[src/rtl/lfmr_pkg.sv]
package lfmr_pkg;

    // Frame buffer size and the counter that addresses it
    localparam int BUFFER_DEPTH = 1024;
    localparam int COUNT_W      = $clog2(BUFFER_DEPTH + 1);
    localparam int IDLE_W       = 17;
    localparam logic [IDLE_W-1:0] IDLE_MAX = {IDLE_W{1'b1}};

    // Field widths
    localparam int INDEX_W  = 10;
    localparam int MLEN_W   = 11;
    localparam int EVENT_W  = 3;
    localparam int CFG_IDX_W  = 8;
    localparam int CFG_DATA_W = 16;

    // Input kinds
    localparam logic KIND_BYTE = 1'b0;
    localparam logic KIND_POLL = 1'b1;

    // Frame events
    localparam logic [EVENT_W-1:0] EV_NONE     = 3'd0;
    localparam logic [EVENT_W-1:0] EV_REJECT   = 3'd1;
    localparam logic [EVENT_W-1:0] EV_COMPLETE = 3'd2;
    localparam logic [EVENT_W-1:0] EV_TIMEOUT  = 3'd3;
    localparam logic [EVENT_W-1:0] EV_OVERFLOW = 3'd4;

    // Frame phases
    localparam logic [1:0] PH_START  = 2'd0;
    localparam logic [1:0] PH_HEADER = 2'd1;
    localparam logic [1:0] PH_BODY   = 2'd2;

    // Register indexes
    localparam logic [CFG_IDX_W-1:0] REG_START_BYTE   = 8'd0;
    localparam logic [CFG_IDX_W-1:0] REG_START_CHECK  = 8'd1;
    localparam logic [CFG_IDX_W-1:0] REG_HEADER_END   = 8'd2;
    localparam logic [CFG_IDX_W-1:0] REG_TRAILER      = 8'd3;
    localparam logic [CFG_IDX_W-1:0] REG_TIMEOUT      = 8'd4;
    localparam logic [CFG_IDX_W-1:0] REG_LEN_HIGH_1ST = 8'd5;

    typedef struct packed {
        logic       kind;
        logic [7:0] data_byte;
    } in_item_t;

    typedef struct packed {
        logic               write_valid;
        logic [INDEX_W-1:0] write_index;
        logic [7:0]         write_byte;
        logic [EVENT_W-1:0] frame_event;
        logic               message_ready;
        logic [MLEN_W-1:0]  message_length;
    } out_item_t;

endpackage

[src/rtl/length_framed_message_receiver.sv]
// Length-framed serial message receiver.
// Input channel (in_valid/in_ready/in_data): one transaction is either a
// received byte or a poll. Output channel (out_valid/out_ready/out_data):
// exactly one result per input transaction, in order. Each byte result
// carries the buffer index for an external frame buffer and any frame event
// (start rejected, complete, overflow drop); a poll result reports a pending
// completed message and its length, and may carry a timeout drop.
// Configuration (cfg_valid/cfg_ready/cfg_index/cfg_data) is always ready;
// write it only while the block is idle. Unknown indexes are ignored.
// A result is registered and appears in the cycle after its transaction is accepted.
// Throughput: one transaction per cycle while results are taken, set by the single result register;
// the frame state is updated in the same cycle the item is taken.
// When the receiver stalls, the result register holds and in_ready drops
// until the result is taken; in_ready is high whenever the result register
// is empty or being emptied in the same cycle.
// Reset clears the frame state, the pending message and the result valid
// flag, and loads the register defaults.
module length_framed_message_receiver
(
    input  logic                             clk,
    input  logic                             rst_n,
    input  logic                             in_valid,
    output logic                             in_ready,
    input  lfmr_pkg::in_item_t               in_data,
    output logic                             out_valid,
    input  logic                             out_ready,
    output lfmr_pkg::out_item_t              out_data,
    input  logic                             cfg_valid,
    output logic                             cfg_ready,
    input  logic [lfmr_pkg::CFG_IDX_W-1:0]   cfg_index,
    input  logic [lfmr_pkg::CFG_DATA_W-1:0]  cfg_data
);

    // Configuration registers
    logic [7:0]  start_byte_reg;
    logic [4:0]  start_check_reg;
    logic [4:0]  header_end_reg;
    logic [7:0]  trailer_reg;
    logic [15:0] timeout_reg;
    logic        len_high_first_reg;

    // Frame state
    logic [lfmr_pkg::COUNT_W-1:0] byte_count_reg, byte_count_next;
    logic [1:0]                   phase_reg, phase_next;
    logic [7:0]                   first_byte_reg, first_byte_next;
    logic [7:0]                   len_two_reg, len_two_next;
    logic [7:0]                   len_three_reg, len_three_next;
    logic [15:0]                  expected_reg, expected_next;
    logic [lfmr_pkg::IDLE_W-1:0]  idle_polls_reg, idle_polls_next;
    logic                         waiting_reg, waiting_next;
    logic                         pending_reg, pending_next;
    logic [lfmr_pkg::MLEN_W-1:0]  last_length_reg, last_length_next;

    // Result register
    logic                out_valid_reg;
    lfmr_pkg::out_item_t out_data_reg, out_data_next;

    logic                         in_fire;
    logic [lfmr_pkg::COUNT_W-1:0] count_inc;
    logic [31:0]                  frame_size;

    assign cfg_ready = 1'b1;
    assign in_ready  = !out_valid_reg || out_ready;
    assign in_fire   = in_valid && in_ready;
    assign out_valid = out_valid_reg;
    assign out_data  = out_data_reg;

    assign count_inc  = byte_count_reg + lfmr_pkg::COUNT_W'(1);
    assign frame_size = 32'(expected_reg) + 32'(trailer_reg);

    // Write configuration registers
    always_ff @(posedge clk or negedge rst_n)
    begin
        if (!rst_n)
        begin
            start_byte_reg     <= 8'd0;
            start_check_reg    <= 5'd1;
            header_end_reg     <= 5'd4;
            trailer_reg        <= 8'd4;
            timeout_reg        <= 16'd1000;
            len_high_first_reg <= 1'b0;
        end
        else if (cfg_valid)
        begin
            case (cfg_index)
                lfmr_pkg::REG_START_BYTE:   start_byte_reg     <= cfg_data[7:0];
                lfmr_pkg::REG_START_CHECK:  start_check_reg    <= cfg_data[4:0];
                lfmr_pkg::REG_HEADER_END:   header_end_reg     <= cfg_data[4:0];
                lfmr_pkg::REG_TRAILER:      trailer_reg        <= cfg_data[7:0];
                lfmr_pkg::REG_TIMEOUT:      timeout_reg        <= cfg_data;
                lfmr_pkg::REG_LEN_HIGH_1ST: len_high_first_reg <= cfg_data[0];
                default: ;
            endcase
        end
    end

    // Work out the next frame state and the result for the offered item
    always_comb
    begin
        byte_count_next  = byte_count_reg;
        phase_next       = phase_reg;
        first_byte_next  = first_byte_reg;
        len_two_next     = len_two_reg;
        len_three_next   = len_three_reg;
        expected_next    = expected_reg;
        idle_polls_next  = idle_polls_reg;
        waiting_next     = waiting_reg;
        pending_next     = pending_reg;
        last_length_next = last_length_reg;
        out_data_next    = '0;

        if (in_data.kind == lfmr_pkg::KIND_BYTE)
        begin
            if (32'(byte_count_reg) >= 32'(lfmr_pkg::BUFFER_DEPTH))
            begin
                // Drop the frame on buffer overflow
                byte_count_next           = '0;
                expected_next             = '0;
                idle_polls_next           = '0;
                waiting_next              = 1'b0;
                phase_next                = lfmr_pkg::PH_START;
                out_data_next.frame_event = lfmr_pkg::EV_OVERFLOW;
            end
            else
            begin
                waiting_next              = 1'b1;
                idle_polls_next           = '0;
                out_data_next.write_valid = 1'b1;
                out_data_next.write_index = lfmr_pkg::INDEX_W'(byte_count_reg);
                out_data_next.write_byte  = in_data.data_byte;
                if (byte_count_reg == lfmr_pkg::COUNT_W'(0))
                begin
                    first_byte_next = in_data.data_byte;
                end
                if (byte_count_reg == lfmr_pkg::COUNT_W'(2))
                begin
                    len_two_next = in_data.data_byte;
                end
                if (byte_count_reg == lfmr_pkg::COUNT_W'(3))
                begin
                    len_three_next = in_data.data_byte;
                end
                byte_count_next = count_inc;

                case (phase_reg)
                    lfmr_pkg::PH_START:
                    begin
                        if (32'(count_inc) == 32'(start_check_reg))
                        begin
                            if (first_byte_next != start_byte_reg)
                            begin
                                byte_count_next           = '0;
                                expected_next             = '0;
                                idle_polls_next           = '0;
                                waiting_next              = 1'b0;
                                phase_next                = lfmr_pkg::PH_START;
                                out_data_next.frame_event = lfmr_pkg::EV_REJECT;
                            end
                            else
                            begin
                                phase_next = lfmr_pkg::PH_HEADER;
                            end
                        end
                    end
                    lfmr_pkg::PH_HEADER:
                    begin
                        if (32'(count_inc) == 32'(header_end_reg))
                        begin
                            if (len_high_first_reg)
                            begin
                                expected_next = {len_two_next, len_three_next};
                            end
                            else
                            begin
                                expected_next = {len_three_next, len_two_next};
                            end
                            phase_next = lfmr_pkg::PH_BODY;
                        end
                    end
                    default:
                    begin
                        if (32'(count_inc) == frame_size)
                        begin
                            pending_next              = 1'b1;
                            last_length_next          = lfmr_pkg::MLEN_W'(count_inc);
                            byte_count_next           = '0;
                            expected_next             = '0;
                            idle_polls_next           = '0;
                            waiting_next              = 1'b0;
                            phase_next                = lfmr_pkg::PH_START;
                            out_data_next.frame_event = lfmr_pkg::EV_COMPLETE;
                        end
                    end
                endcase
            end
        end
        else
        begin
            // Age the timeout, or drop a stale partial frame
            if (waiting_reg)
            begin
                if (32'(idle_polls_reg) >= 32'(timeout_reg))
                begin
                    last_length_next          = '0;
                    byte_count_next           = '0;
                    expected_next             = '0;
                    idle_polls_next           = '0;
                    waiting_next              = 1'b0;
                    phase_next                = lfmr_pkg::PH_START;
                    out_data_next.frame_event = lfmr_pkg::EV_TIMEOUT;
                end
                else if (idle_polls_reg != lfmr_pkg::IDLE_MAX)
                begin
                    idle_polls_next = idle_polls_reg + lfmr_pkg::IDLE_W'(1);
                end
            end
            else
            begin
                if (byte_count_reg != '0)
                begin
                    out_data_next.frame_event = lfmr_pkg::EV_TIMEOUT;
                end
                byte_count_next = '0;
                expected_next   = '0;
                idle_polls_next = '0;
                waiting_next    = 1'b0;
                phase_next      = lfmr_pkg::PH_START;
            end

            // Report a pending message
            if (pending_reg)
            begin
                waiting_next                 = 1'b0;
                pending_next                 = 1'b0;
                out_data_next.message_ready  = 1'b1;
                out_data_next.message_length = last_length_next;
            end
        end
    end

    // Advance the frame state on each accepted transaction
    always_ff @(posedge clk or negedge rst_n)
    begin
        if (!rst_n)
        begin
            byte_count_reg  <= '0;
            phase_reg       <= lfmr_pkg::PH_START;
            first_byte_reg  <= '0;
            len_two_reg     <= '0;
            len_three_reg   <= '0;
            expected_reg    <= '0;
            idle_polls_reg  <= '0;
            waiting_reg     <= 1'b0;
            pending_reg     <= 1'b0;
            last_length_reg <= '0;
        end
        else if (in_fire)
        begin
            byte_count_reg  <= byte_count_next;
            phase_reg       <= phase_next;
            first_byte_reg  <= first_byte_next;
            len_two_reg     <= len_two_next;
            len_three_reg   <= len_three_next;
            expected_reg    <= expected_next;
            idle_polls_reg  <= idle_polls_next;
            waiting_reg     <= waiting_next;
            pending_reg     <= pending_next;
            last_length_reg <= last_length_next;
        end
    end

    // Hold the result until taken
    always_ff @(posedge clk or negedge rst_n)
    begin
        if (!rst_n)
        begin
            out_valid_reg <= 1'b0;
        end
        else if (in_fire)
        begin
            out_valid_reg <= 1'b1;
        end
        else if (out_ready)
        begin
            out_valid_reg <= 1'b0;
        end
    end

    always_ff @(posedge clk)
    begin
        if (in_fire)
        begin
            out_data_reg <= out_data_next;
        end
    end

    // Checks
    a_result_follows: assert property (@(posedge clk) disable iff (!rst_n)
        in_fire |=> out_valid_reg)
        else $error("accepted transaction produced no result");

    a_count_bound: assert property (@(posedge clk) disable iff (!rst_n)
        32'(byte_count_reg) <= 32'(lfmr_pkg::BUFFER_DEPTH))
        else $error("byte count beyond buffer depth");

    a_write_no_drop: assert property (@(posedge clk) disable iff (!rst_n)
        (out_valid_reg && out_data_reg.write_valid) |->
        (out_data_reg.frame_event != lfmr_pkg::EV_TIMEOUT &&
         out_data_reg.frame_event != lfmr_pkg::EV_OVERFLOW &&
         !out_data_reg.message_ready))
        else $error("byte write combined with drop or report");

    a_phase_legal: assert property (@(posedge clk) disable iff (!rst_n)
        (phase_reg != lfmr_pkg::PH_START) |-> (byte_count_reg != '0))
        else $error("header or body phase with empty frame");

endmodule
[config.mk]
export PLATFORM = sky130hd
export DESIGN_NAME = length_framed_message_receiver
export DESIGN_NICKNAME = d
export VERILOG_FILES = /design/src/rtl/lfmr_pkg.sv /design/src/rtl/length_framed_message_receiver.sv
export SDC_FILE = /design/constraint.sdc
export NUM_CORES = 1
export LEC_CHECK = 0
export BUFFER_PORTS_ARGS = -buffer_cell sky130_fd_sc_hd__buf_4
export CAP_MARGIN = 20
export CORE_MARGIN = 10
export CORE_UTILIZATION = 50
export CTS_CLUSTER_SIZE = 10
export DETAILED_ROUTE_END_ITERATION = 12
export PLACE_DENSITY_LB_ADDON = 0.12
export SYNTH_ARGS = -nofsm -noshare
export SYNTH_HDL_FRONTEND = slang
export SYNTH_SLANG_ARGS = --single-unit
[constraint.sdc]
create_clock -name clk -period 5.45 [get_ports clk]
set_input_delay 1.3625 -clock clk [delete_from_list [all_inputs] [get_ports clk]]
set_output_delay 1.3625 -clock clk [all_outputs]
set_load 0.1 [all_outputs]
* Yosys cells after proc, flatten, opt, wreduce, memory -nomap -nowiden
Cells that the tools add are included.
Cells by class: add/sub/neg operators 3, $lt $le $gt $ge 2, equal/unequal tests 20, mux-type cells 68, bitwise gates (word level) 2, reductions and logical operators 25
Operators by type and width (number):
- two-way mux 16 bit | 9
- two-way mux 11 bit | 13
- two-way mux 17 bit | 4
- two-way mux 8 bit | 5
- one-hot mux 16 bit (2 select lines) | 1
- equality test 11 x 2 -> 1 bit, second input constant | 2
- equality test 11 x 5 -> 1 bit | 2
- one-hot mux 11 bit (2 select lines) | 1
- two-way mux 2 bit | 10
- two-way mux 19 bit | 1
- AND reduction 2 bit | 9
- adder 16 x 8 -> 17 bit | 1
- adder 17 x 1 -> 17 bit, second input constant | 1
- equality test 11 x 17 -> 1 bit | 1
- greater-or-equal comparator 17 x 16 -> 1 bit | 1
- two-way mux 1 bit | 17
- != test 17 bit, second input constant | 1
- equality test 8 x 2 -> 1 bit, second input constant | 2
- equality test 8 x 3 -> 1 bit, second input constant | 2
- two-way mux 12 bit | 1
- != test 4 bit, second input constant | 3
- adder 11 x 1 -> 11 bit, second input constant | 1
- greater-or-equal comparator 11 bit, second input constant | 1
- logical NOT 11 bit | 1
- other kinds (25) | 30
Storage, ports and cells: flip-flop bits (word level) 161, input port bits 38, output and inout bits 37, word-level logic and storage cells 143

* Logic depth before layout (Yosys ltp)
Gate-level depths: netlist (run 1).
depth after elaboration 10, depth in mapped cells 13, depth with buffers taken out 12

* Worst setup path after synthesis (run 1)
No wires, ideal clock.
path kind input port to flip-flop, start point input out_ready, end point register expected_reg[4], setup time 0.065 ns, arrival time 4.901 ns, data required time 5.385 ns, slack 0.484 ns, stages 8, buffers on the path 2, cells stage by stage nand2b_1 -> nand2_1 -> inv_1 -> clkbuf_1 -> nand2_2 -> nor3_2 -> clkbuf_1 -> a22o_2
On the way: word-level cells in the longest chain between the ends 3
Ends and longest elaborated chain:
- from (decl) | line length_framed_message_receiver.sv:26 | input logic out_ready,
- logical OR 1 bit | line length_framed_message_receiver.sv:63 | assign in_ready = !out_valid_reg || out_ready;
- logical AND 1 bit | line length_framed_message_receiver.sv:64 | assign in_fire = in_valid && in_ready;
- named net in_fire | line length_framed_message_receiver.sv:58 | logic in_fire;
- AND reduction 6 bit (no line)
- to (signal assigned) | line length_framed_message_receiver.sv:264 | expected_reg <= expected_next;
- to (decl) | line length_framed_message_receiver.sv:48 | logic [15:0] expected_reg, expected_next;
The timed path passes the listed nets, and every way through them passes these cells. A chain may end at the register's enable or synchronous reset.

* Worst setup path in the final report (run 1)
start point register byte_count_reg[5] (netlist bit), end point register byte_count_reg[9] (netlist bit)
On the way: word-level cells in the longest chain between the ends 10, elaborated cells between the ends (all ways) 15, those cells by class add/sub: 1; order compare: 1; eq/ne: 3; mux: 9; reduce/logical: 1
Ends and longest elaborated chain:
- from (decl) | line length_framed_message_receiver.sv:43 | logic [lfmr_pkg::COUNT_W-1:0] byte_count_reg, byte_count_next;
- from (signal assigned) | line length_framed_message_receiver.sv:259 | byte_count_reg <= byte_count_next;
- parallel branches: the longest is 8 deep, another holds adder 11 x 1 -> 11 bit
- two-way mux 11 bit (*) | line length_framed_message_receiver.sv:114 | if (32'(byte_count_reg) >= 32'(lfmr_pkg::BUFFER_DEPTH))
- two-way mux 11 bit (*) | line length_framed_message_receiver.sv:112 | if (in_data.kind == lfmr_pkg::KIND_BYTE)
Mark *: on every way between the ends. The select of a mux whose other input is x is not followed.

==> results of run 1 <==
[per-stage QoR]
step / setup slack [ns] / std cells / total power, mW
global route: 1.26 / 1106 / 3.77
detailed placement: 1.42 / 1074 / 2.49
global placement: 1.54 / 1073 / 2.46
floorplan: 0.484 / 807 / 2.22
CTS: 1.47 / 1106 / 3.61
finish: 1.45 / 1106 / 3.60
[cells in the mapped netlist, drive strengths merged, types with 3 or more instances]
| cell type | count | area, µm² |
|---|---|---|
| nor3 | 20 | 110 |
| o211ai | 10 | 75.1 |
| a31oi | 8 | 50.1 |
| a22o | 18 | 165 |
| a32oi | 3 | 26.3 |
| mux2 | 53 | 597 |
| xnor3 | 3 | 67.6 |
| xnor2 | 22 | 193 |
| a2111oi | 4 | 53.8 |
| and4 | 4 | 37.5 |
| o21ai | 39 | 195 |
| dfstp | 9 | 236 |
| and2 | 26 | 163 |
| clkbuf | 16 | 60.1 |
| nor2b | 8 | 50.1 |
| nand2b | 5 | 31.3 |
| nand4 | 17 | 121 |
| o22ai | 20 | 125 |
| xor2 | 26 | 235 |
| nand3 | 19 | 105 |
| buf | 17 | 120 |
| or4 | 5 | 41.3 |
| a21oi | 11 | 58.8 |
| nand2 | 62 | 235 |
| or3 | 4 | 25.0 |
| nor2 | 84 | 315 |
| nor4 | 9 | 56.3 |
| inv | 37 | 139 |
| ha | 29 | 363 |
| dfrtp | 118 | 2950 |
| edfxtp | 34 | 1020 |
| or2 | 5 | 31.3 |
| a21o | 8 | 60.1 |
| mux2i | 15 | 150 |
| and3 | 9 | 57.6 |
[area by class of cell]
type                       count  area [µm²]
clock buffer                  24         462
clock inverter                 8        82.6
fill                        1417        6880
inverter                      37         139
multi-input combinational    576        4060
sequential                   161        4210
tap                          220         275
timing repair buffer          80         598
[cell families after synthesis]
group | Yosys count | synth area share [%]
XOR/XNOR | 51 | 5.77
multiplexers | 68 | 8.70
buffers and inverters | 70 | 3.72
other | 1 | 0.0437
adder cells (fa/ha/maj) | 30 | 4.46
flip-flops | 161 | 49.0
AO/OA/AOI/OAI | 143 | 11.7
AND/OR/NAND/NOR | 283 | 16.6
[final timing paths]
| path | slack, ns | cells after the start | from | endpoint |
|---|---|---|---|---|
| max in group asynchronous | 3.39 | 2 | rst_n | timeout_reg[6] |
| setup reg to reg | 1.45 | 10 | byte_count_reg[5] | byte_count_reg[9] |
| hold reg to reg | 0.52 | 1 | timeout_reg[0] | timeout_reg[0] |
| hold / removal | 0.52 | 1 | timeout_reg[0] | timeout_reg[0] |
| setup / recovery | 1.45 | 10 | byte_count_reg[5] | byte_count_reg[9] |
| min in group asynchronous | 1.04 | 1 | rst_n | trailer_reg[7] |
[cell usage in the layout (no fill, tap or decap), drive strengths merged, types with 4 or more instances in the layout]
master and n:
nand3 19, and2 26, inv 39, nor2 84, mux2i 15, or2 5, a31oi 8, buf 80
mux2 53, o22ai 20, clkinv 5, or4 5, clkbuf 24, dfrtp 118, and4 4, and3 9
a2111oi 4, nand4 17, nor4 9, a21oi 11, xor2 26, nor3 20, or3 4, edfxtp 34
a21o 8, o21ai 39, nand2b 5, ha 29, xnor2 22, o211ai 10, nor2b 8, a22o 18
dfstp 9, nand2 62
[where the power goes]
part / internal [mW] / switching (mW)
Combinational: 0.355 / 0.580
Sequential: 1.39 / 0.152
Clock: 0.644 / 0.482
Total: 2.39 / 1.21
[metal layers]
metal / up-vias / part of all wire (%)
met4: 0 / 2.2
li1: 3047 / -
met1: 3201 / 44
met3: 32 / 5.8
met5: - / 0
met2: 194 / 48
==> results_dict.tcl, run 1 <==
set metrics [dict create \
    ys.flop_type "dfrtp_1" \
    fin_crit_sh_pct 73.3 \
    ys_types 74 \
    tritoncts "yes" \
    grt_pass1_wl_mm 34.9 \
    cp_num_buf_inv 1 \
    fin_area_um2 9820 \
    coreArea_um2 16700 \
    detail_route.wl_per_cell_um 19.5 \
    crit_arrival_ns 4.34 \
    antenna_left 0 \
    cts_setup_buffers 0 \
    first_iter_violations 498 \
    top_usage_layer "met2" \
    syn_inst 807 \
    synth.cell_area_um2 8590 \
    htreeDepth 4 \
    period_minus_slack_ns 4.00 \
    maxSlewHeadroom_pct 29.4 \
    synth_async_sr_flop_share_pct 78.9 \
    worstMarginPinSlew_ns 1.05 \
    numPortBuffers 73 \
    cp_slowest_cell "nor2b_1" \
    ys.warnings.count 0 \
    globalRouteMet1Util_pct 25.4 \
    clk_pin_slew_worst_paths_ns 0.06 \
    insertion_delay_ns 0.43 \
    syn_nets 875 \
    fmax_ghz 0.250 \
    crit_path_max_incr_delay_ns 0.56 \
    crit_fanout 10 \
    insertedDiodeCount 0 \
    power_density_nw_per_um2 367 \
    placed_cell_area_um2 9280 \
    grt_use_met3_pct 4.50 \
    antenna_found_initial 0 \
    start_util_pct 51.4 \
    rsz0062_at_grt "false" \
    gp_congestion 0.914 \
    die_y_um 151 \
    syn_avg_cell_area_um2 10.6 \
    worstPathRequired_ns 5.79 \
    crit_family "simple AND/OR/NAND/NOR gates" \
    clock_skew_ns 0.00874 \
    hpwlAfterDp_mm 15.8 \
    setup_viol 0 \
    first_pass_iters 5 \
    grt_pass1_vias 6617 \
    ctsLongestPathBuffers 2 \
    path_common_cell "nor4_1" \
    hold_class "register to register" \
    ctsResizeCount 0 \
    drt-vias-per-instance 5.85 \
    io_pins 75 \
    fp.dieW_um 151 \
    p_leak_nw 4.57 \
    clock_sinks 161 \
    met2_usage_pct 31.1 \
    die_area_um2 22800 \
    status "completed" \
    cp-start-kind "register" \
    drcViolationCount 0 \
    ir_drop_uv 247 \
    worstSetupEndpointType "register" \
    grt_max_degree 64 \
    slew_violations 0 \
    grt_usage_pct 19.5 \
    postCtsHoldBufs 0 \
    wl_mm 21.5 \
    drive_gt1_share_pct 21.4 \
    largest_reg_flops 34 \
    fin_util_pct 58.8 \
    yosysSeqAreaShare_pct 49.0 \
    synth_edf_count 34 \
    grt_overflow 0 \
    holdWs_ns 0.517 \
    vias 6474 \
    fin_tns_setup_ns 0 \
    ys_seq_elements 161 \
    cts-root-buf "clkbuf_16" \
    numCtsBuffers 17 \
    area_growth_pct 14.4 \
    worstPathCellList "nor3_1 -> nand4_1 -> nor4_1 -> a31oi_1 -> nor4_1 -> buf_4 -> or4_1 -> nor2b_1 -> nand2_1 -> o21ai_0" \
    hold_violations 0 \
    worst-setup-path-type "register to register" \
    nets 941 \
    num_rows 47 \
    maxCapViolCount 0 \
]
(Power assumes the default switching activity.)
==> inputs of run 2 (changes only) <==
- clock period: 5.45 -> 4.07 ns (I/O delays scaled with it)
==> run 2 against run 1 <==
Effect of this change: die area did not move; clock skew fell by 0.00078 ns; design area rose by 1.0%; hold slack got worse by 0.093 ns; global-route usage down 0.52 points; critical endpoint is now expected_reg[2].
==> results_dict.tcl, run 2 (same netlist as run 1, synthesis figures left out) <==
set metrics [dict create \
    p_leak_nw 4.63 \
    worstMarginPinSlew_ns 0.952 \
    crit_family "compound AO/OA/AOI/OAI gates" \
    insertedDiodeCount 0 \
    antenna_left 0 \
    detail_route.wl_per_cell_um 19.0 \
    regArea_um2 4210 \
    clock_skew_ns 0.00796 \
    io_pins 75 \
    fmax_ghz 0.265 \
    drt-vias-per-instance 5.82 \
    area_growth_pct 15.6 \
    wl_mm 21.1 \
    hold_class "primary input to asynchronous set/reset pin" \
    cts-root-buf "clkbuf_16" \
    worstPathRequired_ns 4.38 \
    start_util_pct 51.4 \
    worst-setup-path-type "register to register" \
    fillerInstances 1447 \
    fin_tns_setup_ns 0 \
    numPortBuffers 73 \
    numCtsBuffers 17 \
    drive_gt1_share_pct 22.8 \
    htreeDepth 4 \
    cp-start-kind "register" \
    crit_fanout 16 \
    coreArea_um2 16700 \
    vias 6478 \
    p_total_mw 4.83 \
    tritoncts "yes" \
    grt_usage_pct 19.0 \
    layout.cells.non_filler 1114 \
    grt_pass1_vias 6525 \
    rsz0062_at_grt "false" \
    dp_cells 1080 \
    cp_num_buf_inv 1 \
    first_iter_violations 392 \
    slew_violations 0 \
    fin_util_pct 59.4 \
    power_frac_comb_pct 26.5 \
    ctsResizeCount 0 \
    maxSlewHeadroom_pct 34.9 \
    clock_sinks 161 \
    crit_path_max_incr_delay_ns 0.50 \
    fin_area_um2 9930 \
    maxCapViolCount 0 \
    die_y_um 151 \
    worstPathCellList "ha_1 -> inv_1 -> fa_1 -> and2b_1 -> o2111ai_1 -> and3_1 -> or3_1 -> a211o_1 -> a2111oi_4 -> a21oi_1 -> a211o_2 -> a22o_2" \
    nets 949 \
    gp_congestion 0.885 \
    fin_crit_sh_pct 92.8 \
    power_density_nw_per_um2 486 \
    period_minus_slack_ns 3.78 \
    clk_pin_slew_worst_paths_ns 0.06 \
    final_common_cell "dfrtp_1" \
    fp.dieW_um 151 \
    p_clk_share_pct 31.0 \
    cts_setup_buffers 0 \
    pwr-share-seq_pct 42.5 \
    crit_arrival_ns 4.09 \
    grt_overflow 0 \
    cp_slowest_cell "a211o_2" \
    intPower_mw 3.20 \
    die_area_um2 22800 \
    grt_pass1_wl_mm 34.1 \
    multiInputGateArea_um2 4060 \
    status "completed" \
    first_pass_iters 5 \
    insertion_delay_ns 0.43 \
    layout_common_cells "dfrtp_1 (118), buf_4 (86), nor2_1 (84), nand2_1 (61), mux2_2 (53)" \
    grt_max_degree 86 \
    hold_violations 0 \
    setup_viol 0 \
    antenna_found_initial 0 \
    switching_share_pct 33.6 \
    largest_reg_flops 34 \
    p_switching_mw 1.62 \
    hpwlAfterDp_mm 15.7 \
    ir_drop_uv 316 \
    num_rows 47 \
    placed_cell_area_um2 9330 \
    worstSetupEndpointType "register" \
    drcViolationCount 0 \
    ctsLongestPathBuffers 2 \
    postCtsHoldBufs 0 \
]
run 2: cell count changes in the layout (fill, tap and decap cells not counted), sizes merged:
cell / delta
clkbuf: -2
buf: +7
bufinv: -1
clkinv: +3
clkinvlp: +1
run 2: routing by layer:
layer	up-vias	routed length [µm]	track usage [%]
met5	-	0	0
met4	0	289	5.63
met3	19	1310	4.68
met2	197	10200	30.8
met1	3214	9270	24.8
li1	3048	-	-
run 2: final cells by class:
type                       instances  area share, %
clock buffer                      21           4.84
clock inverter                    11          0.781
inverter                          37           1.40
multi-input combinational        576           40.9
sequential                       161           42.4
tap                              220           2.77
timing repair buffer              88           6.92
run 2: worst paths after layout:
| check | slack, ns | startpoint | cells past startpoint | end |
|---|---|---|---|---|
| setup / recovery | 0.29 | expected_reg[0] | 12 | expected_reg[2] |
| hold / removal | 0.42 | rst_n | 1 | start_byte_reg[0] |
| setup reg to reg | 0.29 | expected_reg[0] | 12 | expected_reg[2] |
| hold reg to reg | 0.52 | timeout_reg[8] | 2 | timeout_reg[8] |
| max in group asynchronous | 2.83 | rst_n | 3 | last_length_reg[10] |
| min in group clk | 0.52 | timeout_reg[8] | 2 | timeout_reg[8] |
run 2: through the flow:
stage | hold slack (ns) | worst slack (ns)
floorplan | 0.477 | 0.100
global placement | 0.494 | 0.437
detailed placement | 0.510 | 0.318
CTS | 0.521 | 0.308
global route | 0.414 | 0.103
finish | 0.424 | 0.294
run 2: power by group through the flow:
| stage | Sequential, mW | Clock, mW | Combinational [mW] |
|---|---|---|---|
| finish | 2.05 | 1.50 | 1.28 |
| global route | 2.07 | 1.59 | 1.39 |
| CTS | 2.05 | 1.52 | 1.28 |
| detailed placement | 2.08 | 0 | 1.27 |
| global placement | 2.06 | 0 | 1.25 |
| floorplan | 2.16 | 0 | 0.812 |
